[src/design/scfh_pkg.sv]
// ----------------------------------------------------------------------------
// scfh_pkg: shared types and constants for the scoped FNV-1a ID hasher
// Request and response item layouts, request and status codes, hash constants.
// ----------------------------------------------------------------------------
package scfh_pkg;

  // FNV-1a 32-bit constants
  localparam logic [31:0] HASH_BASIS = 32'd2166136261;
  localparam logic [31:0] HASH_PRIME = 32'd16777619;

  // Request kinds
  typedef enum logic [2:0] {
    REQ_BYTE        = 3'd0,
    REQ_FINISH      = 3'd1,
    REQ_FINISH_INT  = 3'd2,
    REQ_SCOPED      = 3'd3,
    REQ_SCOPED_INT  = 3'd4,
    REQ_PUSH_STR    = 3'd5,
    REQ_PUSH_INT    = 3'd6,
    REQ_POP         = 3'd7
  } req_kind_t;

  // Response status codes
  typedef enum logic [2:0] {
    ST_ID          = 3'd0,
    ST_PUSH_DONE   = 3'd1,
    ST_PUSH_FULL   = 3'd2,
    ST_POP_DONE    = 3'd3,
    ST_POP_EMPTY   = 3'd4
  } status_t;

  typedef struct packed {
    req_kind_t          req_type;
    logic [7:0]         data_byte;
    logic signed [31:0] number;
  } req_t;

  typedef struct packed {
    logic [31:0] result_id;
    logic [5:0]  stack_level;
    status_t     status;
  } rsp_t;

endpackage

[src/design/scfh_stack_ram.sv]
// ----------------------------------------------------------------------------
// scfh_stack_ram: scope stack storage
// Single-port-write, single-port-read synchronous RAM with a registered read port.
// ----------------------------------------------------------------------------
module scfh_stack_ram #(
  parameter int DEPTH = 32,
  parameter int WIDTH = 32,
  parameter int AW    = 5
) (
  input  logic             clk,
  input  logic             wr_en,
  input  logic [AW-1:0]    wr_addr,
  input  logic [WIDTH-1:0] wr_data,
  input  logic [AW-1:0]    rd_addr,
  output logic [WIDTH-1:0] rd_data
);

  logic [WIDTH-1:0] mem [DEPTH];

  // Write port
  always_ff @(posedge clk) begin
    if (wr_en) begin
      mem[wr_addr] <= wr_data;
    end
  end

  // Registered read port
  always_ff @(posedge clk) begin
    rd_data <= mem[rd_addr];
  end

endmodule

[src/design/scoped_fnv1a_id_hasher.sv]
// ----------------------------------------------------------------------------
// scoped_fnv1a_id_hasher: 32-bit FNV-1a ID hasher with a scope stack
// Folds string bytes into a running hash, emits IDs on finish items and keeps
// a stack of parent scope hashes in a synchronous RAM.
// ----------------------------------------------------------------------------
// Byte items: taken every cycle, non-zero bytes folded into the hash, no result.
// Push, pop and unscoped finish: S_EMIT registers the result into rsp once the
//   output is free, and the next item is taken after the return to S_IDLE.
// Scoped finish: S_WALK folds the N stacked entries from the bottom up, then
//   S_EMIT registers the result; the RAM read port delivers one entry per cycle.
// Reset: running hash to the offset basis, stack empty; RAM contents are kept.
module scoped_fnv1a_id_hasher #(
  parameter int STACK_DEPTH = 32
) (
  input  logic           clk,
  input  logic           rst,
  input  logic           req_valid,
  output logic           req_ready,
  input  scfh_pkg::req_t req,
  output logic           rsp_valid,
  input  logic           rsp_ready,
  output scfh_pkg::rsp_t rsp
);

  localparam int CW = $clog2(STACK_DEPTH + 1);
  localparam int AW = (STACK_DEPTH > 1) ? $clog2(STACK_DEPTH) : 1;

  typedef enum logic [1:0] {
    S_IDLE,
    S_WALK,
    S_EMIT
  } state_t;

  function automatic logic [31:0] fold_word(input logic [31:0] h, input logic [31:0] v);
    logic [31:0] x;
    x = h ^ v;
    return x * scfh_pkg::HASH_PRIME;
  endfunction

  state_t            state;
  logic [31:0]       running_hash;
  logic [CW-1:0]     count;
  logic [CW-1:0]     walk_idx;
  logic [CW-1:0]     walk_nxt;
  logic [31:0]       res_id;
  scfh_pkg::status_t res_status;

  logic              accept;
  logic              out_free;
  logic              full;
  logic              wr_en;
  logic [AW-1:0]     wr_addr;
  logic [31:0]       wr_data;
  logic [AW-1:0]     rd_addr;
  logic [31:0]       rd_data;

  assign req_ready = (state == S_IDLE);
  assign accept    = req_valid && req_ready;
  assign out_free  = !rsp_valid || rsp_ready;
  assign full      = (count == CW'(STACK_DEPTH));
  assign walk_nxt  = walk_idx + 1'b1;

  // Push writes the new top entry
  always_comb begin
    wr_en   = accept && !full &&
              (req.req_type == scfh_pkg::REQ_PUSH_STR ||
               req.req_type == scfh_pkg::REQ_PUSH_INT);
    wr_addr = count[AW-1:0];
    wr_data = (req.req_type == scfh_pkg::REQ_PUSH_STR) ? running_hash :
              fold_word(scfh_pkg::HASH_BASIS, req.number);
  end

  // Read bottom entry on accept, then the next one each walk cycle
  assign rd_addr = (state == S_WALK) ? walk_nxt[AW-1:0] : '0;

  scfh_stack_ram #(
    .DEPTH (STACK_DEPTH),
    .WIDTH (32),
    .AW    (AW)
  ) u_stack_ram (
    .clk     (clk),
    .wr_en   (wr_en),
    .wr_addr (wr_addr),
    .wr_data (wr_data),
    .rd_addr (rd_addr),
    .rd_data (rd_data)
  );

  // Sequencer, hash state and output register
  always_ff @(posedge clk) begin
    if (rst) begin
      state        <= S_IDLE;
      running_hash <= scfh_pkg::HASH_BASIS;
      count        <= '0;
      rsp_valid    <= 1'b0;
    end else begin
      // Drop a taken result unless a new one loads this cycle
      if (rsp_valid && rsp_ready && state != S_EMIT) begin
        rsp_valid <= 1'b0;
      end
      case (state)
        S_IDLE: begin
          if (accept) begin
            walk_idx <= '0;
            case (req.req_type)
              scfh_pkg::REQ_BYTE: begin
                if (req.data_byte != 8'd0) begin
                  running_hash <= fold_word(running_hash, {24'd0, req.data_byte});
                end
              end
              scfh_pkg::REQ_FINISH, scfh_pkg::REQ_SCOPED: begin
                res_id       <= running_hash;
                res_status   <= scfh_pkg::ST_ID;
                running_hash <= scfh_pkg::HASH_BASIS;
                state        <= (req.req_type == scfh_pkg::REQ_SCOPED && count != '0) ?
                                S_WALK : S_EMIT;
              end
              scfh_pkg::REQ_FINISH_INT, scfh_pkg::REQ_SCOPED_INT: begin
                res_id       <= fold_word(running_hash, req.number);
                res_status   <= scfh_pkg::ST_ID;
                running_hash <= scfh_pkg::HASH_BASIS;
                state        <= (req.req_type == scfh_pkg::REQ_SCOPED_INT && count != '0) ?
                                S_WALK : S_EMIT;
              end
              scfh_pkg::REQ_PUSH_STR, scfh_pkg::REQ_PUSH_INT: begin
                res_id <= '0;
                state  <= S_EMIT;
                if (full) begin
                  res_status <= scfh_pkg::ST_PUSH_FULL;
                end else begin
                  res_status <= scfh_pkg::ST_PUSH_DONE;
                  count      <= count + 1'b1;
                  if (req.req_type == scfh_pkg::REQ_PUSH_STR) begin
                    running_hash <= scfh_pkg::HASH_BASIS;
                  end
                end
              end
              default: begin
                // pop
                res_id <= '0;
                state  <= S_EMIT;
                if (count == '0) begin
                  res_status <= scfh_pkg::ST_POP_EMPTY;
                end else begin
                  res_status <= scfh_pkg::ST_POP_DONE;
                  count      <= count - 1'b1;
                end
              end
            endcase
          end
        end
        S_WALK: begin
          // Fold the entry whose read returned this cycle
          res_id   <= fold_word(res_id, rd_data);
          walk_idx <= walk_nxt;
          if (walk_nxt == count) begin
            state <= S_EMIT;
          end
        end
        S_EMIT: begin
          if (out_free) begin
            rsp.result_id   <= res_id;
            rsp.stack_level <= 6'(count);
            rsp.status      <= res_status;
            rsp_valid       <= 1'b1;
            state           <= S_IDLE;
          end
        end
        default: begin
          state <= S_IDLE;
        end
      endcase
    end
  end

  // Checks
  a_walk_nonempty: assert property (@(posedge clk) disable iff (rst)
    state == S_WALK |-> walk_idx < count)
    else $error("scope walk past the stack top");

  a_count_bound: assert property (@(posedge clk) disable iff (rst)
    count <= CW'(STACK_DEPTH))
    else $error("scope count above stack depth");

  a_no_write_in_walk: assert property (@(posedge clk) disable iff (rst)
    state != S_IDLE |-> !wr_en)
    else $error("stack write while busy");

endmodule
[config.mk]
export PLATFORM = sky130hd
export DESIGN_NAME = scoped_fnv1a_id_hasher
export DESIGN_NICKNAME = d
export VERILOG_FILES = /design/src/design/scfh_pkg.sv /design/src/design/scfh_stack_ram.sv /design/src/design/scoped_fnv1a_id_hasher.sv
export SDC_FILE = /design/constraint.sdc
export NUM_CORES = 2
export LEC_CHECK = 0
export BUFFER_PORTS_ARGS = -buffer_cell sky130_fd_sc_hd__buf_2
export CAP_MARGIN = 10
export CORE_UTILIZATION = 66
export CTS_BUF_LIST = sky130_fd_sc_hd__clkbuf_4
export DETAILED_ROUTE_END_ITERATION = 6
export GPL_ROUTABILITY_DRIVEN = 0
export PLACE_DENSITY = 0.83
export SYNTH_ARGS = -nofsm -noshare
export SYNTH_HDL_FRONTEND = slang
export SYNTH_HIERARCHICAL = 1
export SYNTH_SLANG_ARGS = --single-unit
export TNS_END_PERCENT = 20
[constraint.sdc]
create_clock -name clk -period 8.24 [get_ports clk]
set_input_delay 1.648 -clock clk [delete_from_list [all_inputs] [get_ports clk]]
set_output_delay 1.648 -clock clk [all_outputs]
set_load 0.01 [all_outputs]
==> impl_results.md <==
- PortBufs: 89
- Vias in the first global route: 45.7k
- Starting density of the core: 0.666
- Count leader, synth: edfxtp_1
- CP Launch Type: register
- R2R Path Start: u_stack_ram/rd_data[3]
- Fill count: 6562
- Hold Fails Final Rpt: 0
- Top cells by area, synth: edfxtp_1, ha_1, fa_1, mux2i_1, inv_1
- Clock root buffer: clkbuf_4
- Status: complete, but fails checks
- Share of cells above drive strength 1: 0.133
- Crit path from: u_stack_ram/rd_data[3]
- First-pass GRT wire length: between 200000 and 300000 um
- Post-synthesis cell count: between 5k and 6k
- Die width: 325 um
- Num CTS Buffers: between 300 and 400
- Clk slew on worst S/H paths: approximately 0.07 ns
- WL per Instance: 25.1 um
- Pins over their slew limit: 0
- Final setup vio count: 0
- Setup ws final: 0.924 ns
- CP max FO: 5
- Overflow after GRT: 0
- Post-Syn Nets: between 6k and 7k
- Pre-CTS setup slack: 0.653 ns
- Worst hold margin: 0.376 ns
- Top_reg_cell synth: edfxtp_1
- Critical R2R Capture: res_id[30]
- Share of flip-flops with an asynchronous set or reset: 0
- Initial antenna violation count: 11
- Cell row count: 118
- CTS tree: built
- Die area: 0.106 mm2
- Final ANT Viol Nets: 0
- Fin crit share: 0.888
- Worst path required time: 9.03 ns
- Clock latency at the later pin of the worst-skew pair: 1.15 ns
- Skew final: between 0.1 and 0.15 ns
- Failing checks: DRC
- Mean Syn Cell Area: 13.0 um2
- RSZ-0062 raised after global routing: false
- Worst Setup End Kind: register
- H-tree levels: 5
- Count of flip-flops with a built-in enable after synthesis: ~1.1k
- Gr usage total: 0.346
- Area leader, netlist: edfxtp_1
- Initial DRC count: about 4.8k
- Flop2flop setup slack: 0.92 ns
- Setup crit end: res_id[30]
- Seq/Total Area, Yosys: 0.503
- Post-CTS Setup Repair Bufs: 0
- Worst reg2reg path depth: 20
- WL final: 182000 um
- Synth Warn #: 6
- Worst path arrival time: 8.11 ns
- Initial DRT Pass Iterations: 7
- Share of the synthesized area in the top cell type: 0.481
- Synth-to-Final Area Change: 9.29%
- CTS sink cnt: 1179
- Routed vias/inst: 6.15
- Post-route DRC: 2
- Post-synth top cells: edfxtp_1, inv_1, ha_1
- Max Clock Freq: 0.137 GHz
- Distinct cells, synth: 79
- Largest net degree at the start of global routing: 129
- Io pins: 90
- Cts hold-fix bufs: 0
- Max cap viols: 0
- Slew @ Worst Pin: 1.32 ns
- # nets final: approximately 6.8k
- Layout Utilization: 0.728
- Via count: approximately 45k
- HP Class: register to register
- Rel. slew slack: 0.115
- WS Path Type: register to register
- Fin crit period: 7.32 ns
- Die Height: 325 um
- Cts repair resizes: 0
- Sum Neg Setup Slack: 0 ns
- Cell Area, Synth: between 0.06 and 0.07 mm2
- Yosys reg bits: 1179
- Post-DP HPWL: 121000 um
- Core area: 0.103 mm2
- Clock tree buffer depth: 4
## routing by layer
| metal | up-vias | track usage | wire length [um] |
|---|---|---|---|
| li1 | 19800 | - | - |
| met1 | 21700 | 0.449 | 67600 |
| met2 | 2663 | 0.542 | 83500 |
| met3 | 500 | 0.0829 | 21200 |
| met4 | 14 | 0.187 | 10000 |
| met5 | - | 0 | 103 |
## placed cells by master, fill, tap and decap left out, drive strengths merged, types with 6 or more instances in the layout
cell type / synthesis / routed
a211o: 6 / 6
a211oi: 17 / 17
a21o: 54 / 54
a21oi: 238 / 238
a221oi: 24 / 24
a22o: 65 / 65
a22oi: 99 / 99
a31oi: 44 / 44
and2: 9 / 9
and3: 8 / 8
buf: 86 / 217
clkbuf: 86 / 445
clkinv: 0 / 53
dfxtp: 73 / 73
edfxtp: 1106 / 1106
fa: 297 / 297
ha: 735 / 735
inv: 823 / 831
mux2i: 516 / 516
nand2: 184 / 184
nand2b: 22 / 22
nand3: 123 / 123
nand3b: 7 / 7
nand4: 7 / 7
nor2: 154 / 154
nor2b: 14 / 14
nor3: 61 / 61
nor3b: 6 / 6
o211ai: 7 / 7
o21a: 24 / 24
o21ai: 62 / 62
o21bai: 17 / 17
o22ai: 12 / 12
o31ai: 13 / 13
or3: 19 / 19
xnor2: 139 / 139
xor2: 110 / 110
## layout make-up
| type | count | area (um2) | share of cell area |
|---|---|---|---|
| clock buffer | 445 | 3340 | 0.0443 |
| inverter | 823 | 3090 | 0.0410 |
| clock inverter | 64 | 325 | 0.00432 |
| tap | 1380 | 1730 | 0.0229 |
| sequential | 1179 | 34700 | 0.460 |
| multi-input combinational | 3145 | 30700 | 0.408 |
| antenna | 2 | 5.00 | 0.0000664 |
| timing repair buffer | 217 | 1500 | 0.0198 |
## sequential cells by signal, indices dropped and copies added (netlist names), 3 cells and up
name and flops:
count 6, u_stack_ram/rd_data 32, res_id 32, u_stack_ram/mem 1024, rsp 41, res_status 3
running_hash 32, walk_idx 6
## cell families after synthesis
family                   count (synthesis)  synth area share
flip-flops                            1179             0.503
adder cells (fa/ha/maj)               1032             0.220
buffers and inverters                  995            0.0583
AO/OA/AOI/OAI                          709            0.0694
AND/OR/NAND/NOR                        636            0.0428
multiplexers                           517            0.0750
XOR/XNOR                               251            0.0323
## worst min-delay path by stage
stage,startpoint,to,slack (ns),depth (start not counted)
2_1_floorplan,res_status[0],rsp[0],0.40,0
3_3_place_gp,res_status[0],rsp[0],0.40,0
3_5_place_dp,res_status[1],rsp[1],0.42,0
4_1_cts,res_status[0],rsp[0],0.37,0
5_1_grt,res_status[0],rsp[0],0.38,0
6_report,res_status[0],rsp[0],0.38,0
## metrics by stage
stage,cell area (um2),instances
3_5_place_dp,71700,6741
6_report,75400,7255
3_3_place_gp,71700,6741
5_1_grt,75400,7255
2_1_floorplan,69000,5319
4_1_cts,75300,7250
## critical path: stages (launching register included)
cell and delay [ns]:
dfxtp_1 0.50, xor2_1 0.77, ha_1 0.40, ha_1 0.32, fa_1 0.51, ha_1 0.16, inv_1 0.05, fa_1 0.47
inv_1 0.04, ha_1 0.18, fa_1 0.48, ha_1 0.35, a21o_1 0.19, a21oi_2 0.22, nand3b_1 0.15, o21ai_1 0.31
o31ai_1 0.21, a21oi_1 0.24, a2bb2oi_1 0.59, mux2i_1 0.66, a211oi_1 0.17
Power is not shown: default switching activity piles up to over one toggle a cycle in this logic, so the estimate is an artifact.
